[config.mk]
export PLATFORM = sky130hd
export DESIGN_NAME = escape_sequence_decoder_unit
export DESIGN_NICKNAME = d
export VERILOG_FILES = /design/src/hw/rtl/esd_pkg.sv /design/src/hw/rtl/esd_dec.sv /design/src/hw/rtl/esd_fifo.sv /design/src/hw/rtl/escape_sequence_decoder_unit.sv
export SDC_FILE = /design/constraint.sdc
export NUM_CORES = 1
export LEC_CHECK = 0
export ABC_AREA = 1
export BUFFER_PORTS_ARGS = -buffer_cell sky130_fd_sc_hd__buf_2
export CORE_ASPECT_RATIO = 0.5
export CORE_MARGIN = 1.5
export CORE_UTILIZATION = 38
export DETAILED_ROUTE_END_ITERATION = 10
export SLEW_MARGIN = 20
export SYNTH_ARGS = -nofsm -noshare
export SYNTH_HDL_FRONTEND = slang
export SYNTH_SLANG_ARGS = --single-unit
[constraint.sdc]
create_clock -name i_clk -period 5 [get_ports i_clk]
set_input_delay 1.5 -clock i_clk [delete_from_list [all_inputs] [get_ports i_clk]]
set_output_delay 1.5 -clock i_clk [all_outputs]
set_load 0.005 [all_outputs]
[src/hw/rtl/esd_pkg.sv]
// Types and constants of the escape sequence decoder.
`default_nettype none

package esd_pkg;

    typedef struct packed {
        logic        func;
        logic [15:0] char_in;
    } t_in;

    typedef struct packed {
        logic [15:0] code_unit;
        logic        unit_valid;
        logic        last_of_run;
        logic        string_done;
    } t_out;

    // Results of one decoded item: count (0..2) and up to two result words.
    typedef struct packed {
        logic [1:0] n;
        t_out       r0;
        t_out       r1;
    } t_dec;

    localparam int RES_DEPTH = 4;
    localparam int RES_PTR_W = $clog2(RES_DEPTH);
    localparam int RES_CNT_W = $clog2(RES_DEPTH + 1);

    localparam logic [15:0] CH_BSLASH = 16'h005C;
    localparam logic [15:0] CH_QUOTE  = 16'h0022;
    localparam logic [15:0] CH_LF     = 16'h000A;
    localparam logic [15:0] CH_BS     = 16'h0008;
    localparam logic [15:0] CH_CR     = 16'h000D;
    localparam logic [15:0] CH_TAB    = 16'h0009;
    localparam logic [15:0] CH_N      = 16'h006E;
    localparam logic [15:0] CH_B      = 16'h0062;
    localparam logic [15:0] CH_R      = 16'h0072;
    localparam logic [15:0] CH_T      = 16'h0074;
    localparam logic [15:0] CH_X      = 16'h0078;
    localparam logic [15:0] CH_U_LO   = 16'h0075;
    localparam logic [15:0] CH_U_UP   = 16'h0055;
    localparam logic [15:0] CH_REPL   = 16'hFFFD;
    localparam logic [31:0] CP_MAX    = 32'h0010FFFF;
    localparam logic [5:0]  SUR_HI    = 6'b110110;
    localparam logic [5:0]  SUR_LO    = 6'b110111;

endpackage

`default_nettype wire

[src/hw/rtl/esd_dec.sv]
// Escape decode state and per-item result generation.
`default_nettype none

module esd_dec (
    input  logic          i_clk,
    input  logic          i_rst_n,
    input  logic          i_go,
    input  esd_pkg::t_in  i_item,
    output esd_pkg::t_dec o_dec
);
    import esd_pkg::*;

    typedef enum logic [1:0] {
        MODE_NORMAL = 2'd0,
        MODE_ESC    = 2'd1,
        MODE_HEX    = 2'd2
    } t_mode;

    t_mode       r_mode, n_mode;
    logic [31:0] r_cp, n_cp;
    logic [3:0]  r_left, n_left;

    logic [15:0] c;
    logic        hex_ok;
    logic [3:0]  hex_d;
    logic [31:0] cp_new;
    logic [31:0] cp_sel;
    logic [3:0]  left_dec;
    logic        use_cp;
    logic        done;
    logic        one_res;
    logic [15:0] u0;
    logic        uv0;
    logic [20:0] cp_off;

    assign c = i_item.char_in;

    always_comb begin
        hex_ok = 1'b1;
        hex_d  = 4'd0;
        if (c >= 16'h0030 && c <= 16'h0039) begin
            hex_d = c[3:0];
        end else if ((c >= 16'h0041 && c <= 16'h0046) || (c >= 16'h0061 && c <= 16'h0066)) begin
            hex_d = c[3:0] + 4'd9;
        end else begin
            hex_ok = 1'b0;
        end
    end

    assign cp_new = {r_cp[27:0], hex_d};

    always_comb begin
        n_mode   = r_mode;
        n_cp     = r_cp;
        n_left   = r_left;
        use_cp   = 1'b0;
        cp_sel   = r_cp;
        done     = 1'b0;
        one_res  = 1'b0;
        u0       = '0;
        uv0      = 1'b1;
        left_dec = '0;
        if (i_item.func) begin
            n_mode = MODE_NORMAL;
            n_cp   = '0;
            n_left = '0;
            done   = 1'b1;
            if (r_mode == MODE_HEX) begin
                use_cp = 1'b1;
            end else begin
                one_res = 1'b1;
                uv0     = 1'b0;
            end
        end else begin
            unique case (r_mode)
                MODE_ESC: begin
                    n_mode = MODE_NORMAL;
                    unique case (c)
                        CH_N: begin one_res = 1'b1; u0 = CH_LF; end
                        CH_B: begin one_res = 1'b1; u0 = CH_BS; end
                        CH_R: begin one_res = 1'b1; u0 = CH_CR; end
                        CH_T: begin one_res = 1'b1; u0 = CH_TAB; end
                        CH_LF: ; // line continuation
                        CH_X: begin n_cp = '0; n_left = 4'd2; n_mode = MODE_HEX; end
                        CH_U_LO: begin n_cp = '0; n_left = 4'd4; n_mode = MODE_HEX; end
                        CH_U_UP: begin n_cp = '0; n_left = 4'd8; n_mode = MODE_HEX; end
                        default: begin one_res = 1'b1; u0 = c; end
                    endcase
                end
                MODE_HEX: begin
                    if (hex_ok) begin
                        n_cp     = cp_new;
                        left_dec = (r_left != 4'd0) ? r_left - 4'd1 : 4'd0;
                    end
                    n_left = left_dec;
                    if (left_dec == 4'd0) begin
                        n_mode = MODE_NORMAL;
                        use_cp = 1'b1;
                        cp_sel = hex_ok ? cp_new : r_cp;
                    end
                end
                default: begin
                    n_mode = MODE_NORMAL;
                    if (c == CH_BSLASH) begin
                        n_mode = MODE_ESC;
                    end else if (c != CH_QUOTE) begin
                        one_res = 1'b1;
                        u0      = c;
                    end
                end
            endcase
        end
    end

    assign cp_off = cp_sel[20:0] - 21'h010000;

    always_comb begin
        o_dec    = '0;
        o_dec.r0 = '{code_unit: u0, unit_valid: uv0, last_of_run: 1'b1, string_done: done};
        o_dec.n  = one_res ? 2'd1 : 2'd0;
        if (use_cp) begin
            o_dec.n = 2'd1;
            if (cp_sel > CP_MAX) begin
                o_dec.r0.code_unit = CH_REPL;
            end else if (cp_sel[31:16] == 16'd0) begin
                o_dec.r0.code_unit = cp_sel[15:0];
            end else begin
                o_dec.n  = 2'd2;
                o_dec.r0 = '{code_unit: {SUR_HI, cp_off[19:10]}, unit_valid: 1'b1,
                             last_of_run: 1'b0, string_done: done};
                o_dec.r1 = '{code_unit: {SUR_LO, cp_off[9:0]}, unit_valid: 1'b1,
                             last_of_run: 1'b1, string_done: done};
            end
        end
    end

    always_ff @(posedge i_clk) begin
        if (!i_rst_n) begin
            r_mode <= MODE_NORMAL;
            r_cp   <= '0;
            r_left <= '0;
        end else if (i_go) begin
            r_mode <= n_mode;
            r_cp   <= n_cp;
            r_left <= n_left;
        end
    end

endmodule

`default_nettype wire

[src/hw/rtl/esd_fifo.sv]
// Result queue: takes up to two results a cycle, hands out one per transfer.
`default_nettype none

module esd_fifo (
    input  logic                        i_clk,
    input  logic                        i_rst_n,
    input  logic                        i_push,
    input  esd_pkg::t_dec               i_dec,
    input  logic                        i_pop,
    output logic                        o_room2,
    output logic                        o_valid,
    output esd_pkg::t_out               o_data
);
    import esd_pkg::*;

    t_out                 r_q [RES_DEPTH];
    logic [RES_PTR_W-1:0] r_rd, n_rd;
    logic [RES_PTR_W-1:0] r_wr, n_wr;
    logic [RES_CNT_W-1:0] r_cnt, n_cnt;
    logic [RES_CNT_W-1:0] push_n;
    logic [RES_PTR_W-1:0] wr1;

    assign push_n  = i_push ? RES_CNT_W'(i_dec.n) : '0;
    assign wr1     = r_wr + RES_PTR_W'(1);
    assign o_valid = (r_cnt != '0);
    assign o_data  = r_q[r_rd];
    assign o_room2 = (r_cnt <= RES_CNT_W'(RES_DEPTH - 2));

    always_comb begin
        n_rd  = r_rd + (i_pop ? RES_PTR_W'(1) : '0);
        n_wr  = r_wr + push_n[RES_PTR_W-1:0];
        n_cnt = r_cnt + push_n - (i_pop ? RES_CNT_W'(1) : '0);
    end

    always_ff @(posedge i_clk) begin
        if (i_push && i_dec.n != 2'd0) begin
            r_q[r_wr] <= i_dec.r0;
        end
        if (i_push && i_dec.n == 2'd2) begin
            r_q[wr1] <= i_dec.r1;
        end
    end

    always_ff @(posedge i_clk) begin
        if (!i_rst_n) begin
            r_rd  <= '0;
            r_wr  <= '0;
            r_cnt <= '0;
        end else begin
            r_rd  <= n_rd;
            r_wr  <= n_wr;
            r_cnt <= n_cnt;
        end
    end

endmodule

`default_nettype wire

[src/hw/rtl/escape_sequence_decoder_unit.sv]
// Top level of the backslash escape decoder producing UTF-16 code units.
//
//  channel | direction | valid       | stall       | payload
//  --------+-----------+-------------+-------------+--------------------
//  in      | to unit   | i_in_valid  | o_in_stall  | i_in_data  (t_in)
//  out     | from unit | o_out_valid | i_out_stall | o_out_data (t_out)
//
// One item per cycle enters the input register while o_in_stall is low; decode
// runs once the queue has room for two results and writes its 0, 1 or 2 results
// into a four-entry result queue. The queue drains one result per cycle while
// i_out_stall is low. o_in_stall comes from registers only: it is raised while
// the input register holds an item and the queue lacks room for two results.
// Synchronous active-low reset clears decode state and empties the queue.
`default_nettype none

module escape_sequence_decoder_unit (
    input  logic          i_clk,
    input  logic          i_rst_n,
    input  logic          i_in_valid,
    output logic          o_in_stall,
    input  esd_pkg::t_in  i_in_data,
    output logic          o_out_valid,
    input  logic          i_out_stall,
    output esd_pkg::t_out o_out_data
);
    import esd_pkg::*;

    logic r_in_valid, n_in_valid;
    t_in  r_in;
    t_dec dec;
    logic room2;
    logic go;
    logic in_xfer;

    assign go         = r_in_valid && room2;
    assign o_in_stall = r_in_valid && !room2;
    assign in_xfer    = i_in_valid && !o_in_stall;

    always_comb begin
        n_in_valid = r_in_valid;
        if (in_xfer) begin
            n_in_valid = 1'b1;
        end else if (go) begin
            n_in_valid = 1'b0;
        end
    end

    always_ff @(posedge i_clk) begin
        if (!i_rst_n) begin
            r_in_valid <= 1'b0;
        end else begin
            r_in_valid <= n_in_valid;
        end
    end

    always_ff @(posedge i_clk) begin
        if (in_xfer) begin
            r_in <= i_in_data;
        end
    end

    esd_dec u_dec (
        .i_clk   (i_clk),
        .i_rst_n (i_rst_n),
        .i_go    (go),
        .i_item  (r_in),
        .o_dec   (dec)
    );

    esd_fifo u_fifo (
        .i_clk   (i_clk),
        .i_rst_n (i_rst_n),
        .i_push  (go),
        .i_dec   (dec),
        .i_pop   (o_out_valid && !i_out_stall),
        .o_room2 (room2),
        .o_valid (o_out_valid),
        .o_data  (o_out_data)
    );

endmodule

`default_nettype wire

# Yosys cells after proc, flatten, opt, wreduce, memory -nomap -nowiden
# Memory sizes are Yosys's and may differ from the RTL's. A register that Yosys moved wholly into a read port is not among the register bits.
# Index checks and enable logic that the tools add are counted.
[op_classes] n_lt_le_gt_ge=8 eq_ne=16 reduce_logical=25 add_sub_neg=8 mux=58
[op_table] cell="32-bit 2-to-1 mux" count=6
[op_table] cell="16-bit by 7-bit equality test with 1-bit output, second input constant" count=8
[op_table] cell="16-bit 2-to-1 mux" count=5
[op_table] cell="16-bit one-hot mux with 5 select lines" count=1
[op_table] cell="32-bit one-hot mux with 2 select lines" count=1
[op_table] cell="22-bit 2-to-1 mux" count=2
[op_table] cell="40-bit 2-to-1 mux" count=1
[op_table] cell="16-bit by 7-bit greater-or-equal comparator with 1-bit output, second input constant" count=2
[op_table] cell="32-bit by 21-bit > comparator with 1-bit output, second input constant" count=1
[op_table] cell="16-bit by 7-bit less-or-equal comparator with 1-bit output, second input constant" count=2
[op_table] cell="16-bit one-hot mux with 2 select lines" count=1
[op_table] cell="4-bit 2-to-1 mux" count=7
[op_table] cell="1-bit 2-to-1 mux" count=23
[op_table] cell="20-bit by 17-bit subtractor with 20-bit output, second input constant" count=1
[op_table] cell="16-bit by 4-bit equality test with 1-bit output, second input constant" count=1
[op_table] cell="16-bit by 6-bit greater-or-equal comparator with 1-bit output, second input constant" count=1
[op_table] cell="16-bit by 6-bit less-or-equal comparator with 1-bit output, second input constant" count=1
[op_table] cell="16-bit logical NOT" count=1
[op_table] cell="16-bit by 6-bit != test with 1-bit output, second input constant" count=1
[op_table] cell="2-bit 2-to-1 mux" count=7
[op_table] cell="4-bit one-hot mux with 3 select lines" count=1
[op_table] cell="1-bit logical AND" count=9
[op_table] cell="4-bit one-hot mux with 2 select lines" count=1
[op_table] cell="3-bit != test, second input constant" count=2
[op_table] cell="other kinds (22)" count=29
[totals] reg_bits=63 output_inout_bits=21 in_bits=21 mem_count=1 ramBits=76 word_cells=125
[memory_table] memory="u_fifo.r_q" depth=4 width=19 read_ports=1 rd_clocked_by_memory_dff=1 write_ports=2 line="esd_fifo.sv:16" rtl="t_out r_q [RES_DEPTH];"

# Longest topological paths before layout
# Gate-level depths: netlist of the first run.
[logic_depth] word_depth=20 ltp_mapped=29 depth_no_buf=27

# By module
# Synthesis of the first run repeated with hierarchy kept, for this count alone.
[hier_totals] cells_unflattened=1121 area_unflattened_um2=8413.1
[by_module_without_submodules] module="esd_fifo" n_inst=1 seq_area_each_um2=2422.3 area_per_inst_um2=4131.5 cells_each=454
[by_module_without_submodules] module="esd_dec" n_inst=1 seq_area_each_um2=760.7 area_per_inst_um2=3703.6 cells_each=638
[by_module_without_submodules] module="escape_sequence_decoder_unit" n_inst=1 seq_area_each_um2=530.5 area_per_inst_um2=578.1 cells_each=29

# Worst setup path after synthesis of the first run
# Ideal clock, no wire load.
[synth_path] path_type="register -> register" startpoint="register r_in[1] (netlist bit)" endpoint="memory u_fifo.r_q[0][0] (netlist bit) (enable)" setup_time_ps=375 n_path_buf=3 setup_slack_ps=1048 period_less_slack_ps=3952 arrival_time_ps=3577 required_time_ps=4625 stages_incl_launch_ff=25 cell_sequence="edfxtp_1 > inv_1 > ha_1 > inv_1 > nand4_1 > nand2_1 > nand3_2 > nand2_4 > nand3_4 > buf_6 > buf_2 > o21ai_0 > inv_1 > o21a_1 > inv_1 > ha_1 > nand3_1 > nor2_1 > nor2_1 > nor2_8 > nand4_4 > nor2_4 > inv_2 > buf_6 > nand2_1"
[synth_rtl] item="start, declared" line="escape_sequence_decoder_unit.sv:29" rtl="t_in r_in;"
[synth_rtl] item="start signal, assigned" line="escape_sequence_decoder_unit.sv:58" rtl="r_in <= i_in_data;"
[synth_rtl] item="end, declared" line="esd_fifo.sv:16"

==> results of run 1 <==
==> area by class of cell <==
cell class	count	area [um2]
sequential	139	3674
fill	2054	11570
timing repair buffer	63	370.4
tap	273	341.6
inverter	102	382.9
clock buffer	21	483.0
clock inverter	11	108.9
multi-input combinational	766	3851
==> worst max-delay path, cell delays in order (launching register included) <==
cell,delay [ns]
edfxtp_1,0.46
inv_1,0.22
ha_1,0.22
nand4_1,0.13
nand2_1,0.11
nand3_2,0.08
nand2_4,0.15
nand3_4,0.23
o41ai_4,0.18
nand2_4,0.23
buf_4,0.25
inv_2,0.23
nand3_1,0.17
a21oi_1,0.27
nand3_2,0.18
nor2_2,0.51
nand3_2,0.28
nor2_4,0.25
nand3_1,0.10
nand2_1,0.13
==> Yosys cell counts, drive strengths merged (4+ instances only) <==
master	instances	area share (%)
o22ai	23	1.8
o21ai	109	6.8
ha	15	2.3
inv	98	4.5
a2bb2oi	6	0.64
a31oi	4	0.38
nor2	119	6.5
xor2	4	0.43
buf	19	1.8
nand2	293	14
nor3	5	0.31
clkinv	4	0.18
dfxtp	50	12
a21oi	70	4.4
clkbuf	28	1.3
nand3	70	4.7
nand4	18	1.6
edfxtp	89	33
==> routing by layer <==
metal	vias to the layer above	global-route usage, %	share of wire [%]
met2	262	34.32	44
met1	3494	31.18	48
met5	-	0	0
met3	29	4.599	6.5
met4	0	6.423	1.7
li1	3629	-	-
==> worst max-delay path by stage <==
| stage | start | to | slack [ns] | depth (start not counted) |
|---|---|---|---|---|
| after floorplan | r_in[1] | u_fifo.r_q[0][0] | 1.05 | 24 |
| after global placement | r_in[0] | u_fifo.r_q[2][10] | 0.74 | 19 |
| after detailed placement | r_in[0] | u_fifo.r_q[1][11] | 0.62 | 21 |
| after CTS | r_in[0] | u_fifo.r_q[2][10] | 0.56 | 19 |
| after global routing | r_in[0] | u_fifo.r_cnt[2] | 0.11 | 22 |
| final | r_in[0] | u_fifo.r_q[2][10] | 0.47 | 19 |
==> per-stage QoR <==
step	instances	instance area [um2]	hold WS [ns]
floorplan	1054	8157	0.4422
global placement	1343	8620	0.4537
detailed placement	1343	8620	0.4573
CTS	1375	9211	0.4676
global route	1375	9211	0.4810
finish	1375	9211	0.4678
==> sequential cells by signal, summed over array words and instances (netlist names) <==
| register | flops |
|---|---|
| u_fifo.r_q | 76 |
| r_in_valid | 1 |
| u_fifo.r_wr | 2 |
| r_in | 17 |
| u_dec.r_cp | 32 |
| u_dec.r_mode | 2 |
| u_fifo.r_rd | 2 |
| u_fifo.r_cnt | 3 |
| u_dec.r_left | 4 |
==> power groups by stage <==
stage | Sequential [W] | Clock [W] | Combinational, W
3_5_place_dp | 0.00138 | 0 | 0.000922
5_1_grt | 0.00137 | 0.00133 | 0.00105
3_3_place_gp | 0.00138 | 0 | 0.000918
4_1_cts | 0.00136 | 0.00128 | 0.000929
2_1_floorplan | 0.00137 | 0 | 0.000609
6_report | 0.00136 | 0.00127 | 0.000933
==> cell families (layout without fill, tap and decap cells) <==
kind of cell / Yosys count / in the layout / synth area share, %
AO/OA/AOI/OAI: 231 / 231 / 16.21
XOR/XNOR: 7 / 7 / 0.7517
buffers and inverters: 149 / 197 / 7.747
adder cells (fa/ha/maj): 16 / 16 / 2.546
AND/OR/NAND/NOR: 511 / 511 / 27.58
multiplexers: 1 / 1 / 0.1227
flip-flops: 139 / 139 / 45.04
==> placed cells by master, fill, tap and decap left out, drive strengths merged, types with 2 or more instances in the layout <==
cell type,instances
inv,100
ha,15
xnor2,3
nand3,70
nor4,3
clkbuf,21
nand2,293
buf,63
a31oi,4
a211oi,2
nand3b,2
o21ai,109
dfxtp,50
o31ai,2
nor3,5
a21oi,70
o41ai,2
clkinv,11
nor2,119
nand4,18
a31o,3
xor2,4
edfxtp,89
o22ai,23
o211ai,3
a2bb2oi,6
==> flow_summary.ini, run 1 <==
[clock_tree]
post_cts_resized = 0
clk_pin_slew_ns = 0.06
cts_tree = yes
clockBufferDepth = 2
cts_setup_buffers = 0
cts-root-buf = clkbuf_16
cts_htree_levels = 4
clkLatencyLatePin_ns = 0.44
cts_made_buffers = 17
hold_buffers = 0
clock_sinks = 139

[hold_path]
hold_path_depth = 2
hp-class = register to register
min_from = u_dec.r_cp[17]
hold_path_end = u_dec.r_cp[17]

[floorplanning]
io_pins = 42
fp.coreArea_um2 = 20790
start_util_pct = 39.24
dieWidth_um = 210.2
rows = 37
die_h_um = 106.6
dieArea_um2 = 22410

[sta]
tightest_slew_ns = 1.023
fmax_mhz = 220.8
period_minus_slack_ns = 4.529
max_slew_margin_pct = 31.08
fin_crit_sh_pct = 90.59
final.setup.tns_ns = 0
rsz0062_at_grt = false
skew_ns = 0.01038
setup_ws_ns = 0.4706
hold_violations = 0
setup_viol = 0
slew_violations = 0

[setup_path]
reg2reg_setup_slack_ns = 0.47
cp.required_ns = 5.29
worstReg2RegStart = r_in[0]
crit_path_start_kind = register
crit_fanout = 19
ff2ff_path_depth = 19
r2r_end = u_fifo.r_q[2][10]
crit_type = register to register
cp-end-kind = register
worstPathArrival_ns = 4.82

[global_routing]
grt_max_degree = 41
grt_pass1_wl_um = 37870
overflow = 0
grt_pass1_vias = 6849
antenna_found_initial = 0
grtUsageTotal_pct = 22.13

[route]
vias_per_cell = 5.392
antenna_left = 0
wl_per_cell_um = 17.46
drt_iter0_drc = 808
drcViolationCount = 0
dr.pass1.iters = 5
vias = 7414
routed_wl_um = 24010

[power]
power.internal_w = 0.002363
fin_total_pwr_w = 0.003568
seq_power_share_pct = 38.1
max-vdd-ir-drop_v = 0.0002414
p_sw_w = 0.001205
pwr-share-comb_pct = 26.2
switching_share_pct = 33.77
p_leak_nw = 3.695
power.density_nw_per_um2 = 387.3
clockPowerShare_pct = 35.7

[synth]
synthesis.nets = 1091
synthCells = 1054
synth.cell_area_um2 = 8157
ys_warn_count = 0
ys_async_sr_fraction_pct = 0
ys_seq_area_share_pct = 45.04
synth_area_per_cell_um2 = 7.739
synth_edf_count = 89
ys_ff_latch = 139
yosysUniqueCellTypes = 56
synth_ff_type = edfxtp_1

[run]
drv_cap = 0

[finish]
final_util_pct = 44.31
diodes = 0
drive_gt1_share_pct = 12.98
syn_to_final_growth_pct = 12.93
nNetsFinal = 1126

[run_status]
outcome = completed

[placed_design]
place_congestion = 0.9259
dp_hpwl_um = 17200
io_buffers = 41
dp_slack_ns = 0.6202
Note: power is estimated with default switching activity, not from simulation.
==> inputs of run 2 (changes only) <==
RECOVER_POWER = 50   (was unset)
==> flow_summary.ini, run 2 (same netlist as run 1, synthesis figures left out) <==
[route]
vias = 7386
vias_per_cell = 5.372
wl_per_cell_um = 17.44
drcViolationCount = 0
dr.pass1.iters = 8
antenna_left = 0
routed_wl_um = 23980
drt_iter0_drc = 818

[setup_path]
worstPathArrival_ns = 4.85
cp.required_ns = 5.29
crit_fanout = 19
crit_type = register to register
cp-end-kind = register
crit_path_start_kind = register

[sta]
fmax_mhz = 219.3
tightest_slew_ns = 1.716
setup_viol = 0
period_minus_slack_ns = 4.559
hold_violations = 0
skew_ns = 0.008918
max_slew_margin_pct = -14.42
final.setup.tns_ns = 0
rsz0062_at_grt = false
hold_slack_ns = 0.4679
slew_violations = 38
fin_crit_sh_pct = 91.18

[global_routing]
grt_pass1_wl_um = 37870
grtUsageTotal_pct = 22.13
grt_max_degree = 41
antenna_found_initial = 0
grt_pass1_vias = 6849
overflow = 0

[floorplanning]
die_h_um = 106.6
dieWidth_um = 210.2
rows = 37
dieArea_um2 = 22410
io_pins = 42
fp.coreArea_um2 = 20790
start_util_pct = 39.24

[finish]
nNetsFinal = 1126
largest_register_ffs = 76
multi_input_area_um2 = 3835
reg_top3 = u_fifo.r_q (76), u_dec.r_cp (32), r_in (17)
largest_register = u_fifo.r_q
diodes = 0
drive_gt1_share_pct = 9.982
syn_to_final_growth_pct = 12.29
register_area_um2 = 3674
nFillCells = 2074
final_util_pct = 44.06
design_area_um2 = 9159
layout_common_cells = 286 x nand2_1, 103 x nor2_1, 94 x inv_1, 89 x o21ai_0, 89 x edfxtp_1
final_common_cell = nand2_1

[clock_tree]
cts_tree = yes
post_cts_resized = 0
hold_buffers = 0
cts_setup_buffers = 0
clock_sinks = 139
cts-root-buf = clkbuf_16
cts_made_buffers = 17
cts_htree_levels = 4
clockBufferDepth = 2
clk_pin_slew_ns = 0.06
clkLatencyLatePin_ns = 0.43

[run]
drv_cap = 1

[placed_design]
place_congestion = 0.9259
dp_hpwl_um = 17200
dpl_cell_area_um2 = 8620
io_buffers = 41

[run_status]
outcome = complete, but fails checks
violations = max-capacitance violations, max-slew violations

[hold_path]
hp-class = register to register

[power]
max-vdd-ir-drop_v = 0.0002389
power.density_nw_per_um2 = 386.9
fin_total_pwr_w = 0.003543
p_leak_nw = 3.618
run 2: cell types whose count changed in the layout (fill, tap and decap cells not counted), moves of 2 or more:
cell,before,now
clkbuf_1,2,25
buf_2,41,20
inv_1,90,94
inv_2,8,4
a31o_1,0,3
a31o_2,3,0
buf_4,22,19
nand3_1,65,67
nand3_2,4,2
run 2: per-stage QoR:
stage | instances | setup WS [ns]
floorplan | 1054 | 1.048
global placement | 1343 | 0.7427
global route | 1375 | 0.06272
detailed placement | 1343 | 0.6202
finish | 1375 | 0.4409
CTS | 1375 | 0.5622
run 2: where the power goes:
| group | leakage (nW) | switching (W) | internal [W] |
|---|---|---|---|
| Combinational | 2.06 | 0.000635 | 0.000275 |
| Sequential | 1.27 | 0.0000451 | 0.00132 |
| Clock | 0.290 | 0.000524 | 0.000749 |
run 2: worst max-delay path, stage by stage (launching register included):
cell,delay (ns)
edfxtp_1,0.46
inv_1,0.21
ha_1,0.22
nand4_1,0.13
nand2_1,0.09
nand3_1,0.11
nand2_4,0.16
nand3_4,0.22
o41ai_4,0.18
nand2_4,0.23
buf_4,0.25
inv_2,0.23
nand3_1,0.17
a21oi_1,0.24
nand3_1,0.21
nor2_2,0.53
nand3_2,0.28
nor2_4,0.25
nand3_1,0.10
nand2_1,0.13
run 2: path summary, 6_finish.rpt:
check                                    start                end  slack [ns]  cells past startpoint
worst max register to register         r_in[0]  u_fifo.r_q[2][10]        0.44                     19
worst max-delay path                   r_in[0]  u_fifo.r_q[2][10]        0.44                     19
worst min-delay path            u_dec.r_cp[15]     u_dec.r_cp[15]        0.47                      2
worst min register to register  u_dec.r_cp[15]     u_dec.r_cp[15]        0.47                      2
run 2: area by class of cell:
cell class                      count  area share (%)
Clock buffer                       21           5.273
Clock inverter                     11           1.189
Inverter                          102           4.180
Multi-Input combinational cell    766           41.87
Sequential cell                   139           40.11
Tap cell                          273           3.730
Timing Repair Buffer               63           3.648
run 2: layer usage:
layer	vias up	part of all wire (%)	global-route usage [%]
met4	0	1.9	6.423
met1	3469	47	31.18
met2	259	44	34.32
met3	31	7.1	4.599
li1	3627	-	-
met5	-	0	0
==> inputs of run 3 (changes only) <==
CORE_UTILIZATION = 55   (was 38)
PLACE_DENSITY = 0.73   (was unset)
==> flow_summary.ini, run 3 (same netlist as run 1, synthesis figures left out) <==
[run_status]
outcome = complete, but fails checks
violations = max-capacitance violations, max-slew violations

[floorplanning]
die_h_um = 89.11
dieWidth_um = 175.2
io_pins = 42
rows = 31
dieArea_um2 = 15610
fp.coreArea_um2 = 14470
start_util_pct = 56.38

[finish]
drive_gt1_share_pct = 10.84
reg_top3 = u_fifo.r_q (76), u_dec.r_cp (32), r_in (17)
largest_register = u_fifo.r_q
final_common_cell = nand2_1
register_area_um2 = 3674
syn_to_final_growth_pct = 11.00
largest_register_ffs = 76
layout_common_cells = 285 x nand2_1, 104 x nor2_1, 92 x inv_1, 89 x o21ai_0, 89 x edfxtp_1
nNetsFinal = 1122
finalNonFillerCells = 1296
diodes = 0
nFillCells = 1326
multi_input_area_um2 = 3851

[sta]
slew_violations = 38
fin_crit_sh_pct = 91.97
setup_viol = 0
rsz0062_at_grt = false
final.setup.tns_ns = 0
setup_ws_ns = 0.4016
skew_ns = 0.01068
hold_violations = 0
fmax_mhz = 217.5
max_slew_margin_pct = -14.35
period_minus_slack_ns = 4.598
tightest_slew_ns = 1.715

[power]
power.density_nw_per_um2 = 392.3
p_leak_nw = 3.617
max-vdd-ir-drop_v = 0.0002193

[placed_design]
dp_cells = 1264
io_buffers = 41
dp_hpwl_um = 16930
dp_slack_ns = 0.4534
place_congestion = 0.9903

[clock_tree]
cts-root-buf = clkbuf_16
clkLatencyLatePin_ns = 0.43
clockBufferDepth = 2
clk_pin_slew_ns = 0.06
clock_sinks = 139
cts_htree_levels = 4
cts_tree = yes
cts_made_buffers = 17

[global_routing]
antenna_found_initial = 0
grt_max_degree = 41
grt_pass1_wl_um = 36470
overflow = 0
grt_pass1_vias = 6681
grtUsageTotal_pct = 31.06

[route]
drt_iter0_drc = 1015
routed_wl_um = 23450
wl_per_cell_um = 18.10
vias_per_cell = 5.799
drcViolationCount = 0
vias = 7516
antenna_left = 0
dr.pass1.iters = 6

[setup_path]
critPathLaunch = r_in[0]
cp.required_ns = 5.12
cp-end-kind = register
worstReg2RegStart = r_in[0]
crit_fanout = 29
crit_path_start_kind = register
crit_type = register to register
worstPathArrival_ns = 4.72

[hold_path]
hp-class = register to register
min_from = u_dec.r_cp[15]

[run]
drv_cap = 1
-- run 3: cell count changes in the layout (fill, tap and decap cells not counted), moves of 4 or more --
| cell | previous run | this run |
|---|---|---|
| clkinv_4 | 5 | 1 |
| buf_4 | 19 | 15 |
| clkbuf_2 | 1 | 7 |
| inv_6 | 0 | 6 |
| clkbuf_1 | 25 | 16 |
-- run 3: final cells by class --
cell class / count / share of cell area [%]
clock buffer: 18 / 4.851
clock inverter: 14 / 1.631
inverter: 102 / 4.229
multi-input combinational: 766 / 42.54
sequential: 139 / 40.57
tap: 198 / 2.736
timing repair buffer: 59 / 3.441
-- run 3: path summary, 6_finish.rpt --
check / to / slack (ns) / cells after the start
setup / recovery: u_fifo.r_q[3][12] / 0.40 / 21
setup reg to reg: u_fifo.r_q[3][12] / 0.40 / 21
hold reg to reg: u_dec.r_cp[15] / 0.47 / 2
hold / removal: u_dec.r_cp[15] / 0.47 / 2
-- run 3: what timing repair did --
action / 4_1_cts / 5_1_grt
setup buffers: 0 / 0
resized for setup: 0 / 2
setup endpoints to repair: 0 / 12
hold buffers: 0 / 0
-- run 3: where the power goes --
| group | total [W] | leakage (nW) | switching [W] | internal, W |
|---|---|---|---|---|
| Sequential | 0.00136 | 1.27 | 0.0000435 | 0.00132 |
| Combinational | 0.000904 | 2.06 | 0.000631 | 0.000273 |
| Clock | 0.00129 | 0.281 | 0.000570 | 0.000718 |
-- run 3: critical path, stage by stage, from the launching register on --
cell      delay, ns
edfxtp_1       0.46
inv_1          0.21
ha_1           0.22
nand4_1        0.14
nand2_1        0.11
nand3_2        0.08
nand2_4        0.15
nand3_4        0.29
o41ai_4        0.20
nand2_4        0.19
o21a_1         0.25
inv_1          0.08
ha_1           0.20
nand3_1        0.09
nor2_1         0.17
nor2_1         0.13
nor2_8         0.18
nand4_4        0.16
nor2_4         0.19
inv_1          0.26
nand2_2        0.26
buf_4          0.28
-- run 3: metal layers --
layer	GRT usage, %	wire length [um]
met3	7.100	2564
met4	8.547	314
met1	43.20	10330
met2	49.39	10240
met5	0	0
-- run 3: stage by stage --
| step | utilization [%] | instance area (um2) | total power, W | hold WS (ns) |
|---|---|---|---|---|
| after floorplan | - | 8157 | 0.001982 | 0.4422 |
| after detailed placement | 58.72 | 8496 | 0.002281 | 0.4574 |
| after global routing | 62.58 | 9054 | 0.003713 | 0.4898 |
| final | 62.58 | 9054 | 0.003552 | 0.4675 |
| after CTS | 62.78 | 9082 | 0.003561 | 0.4675 |
| after global placement | 58.72 | 8496 | 0.002267 | 0.4531 |
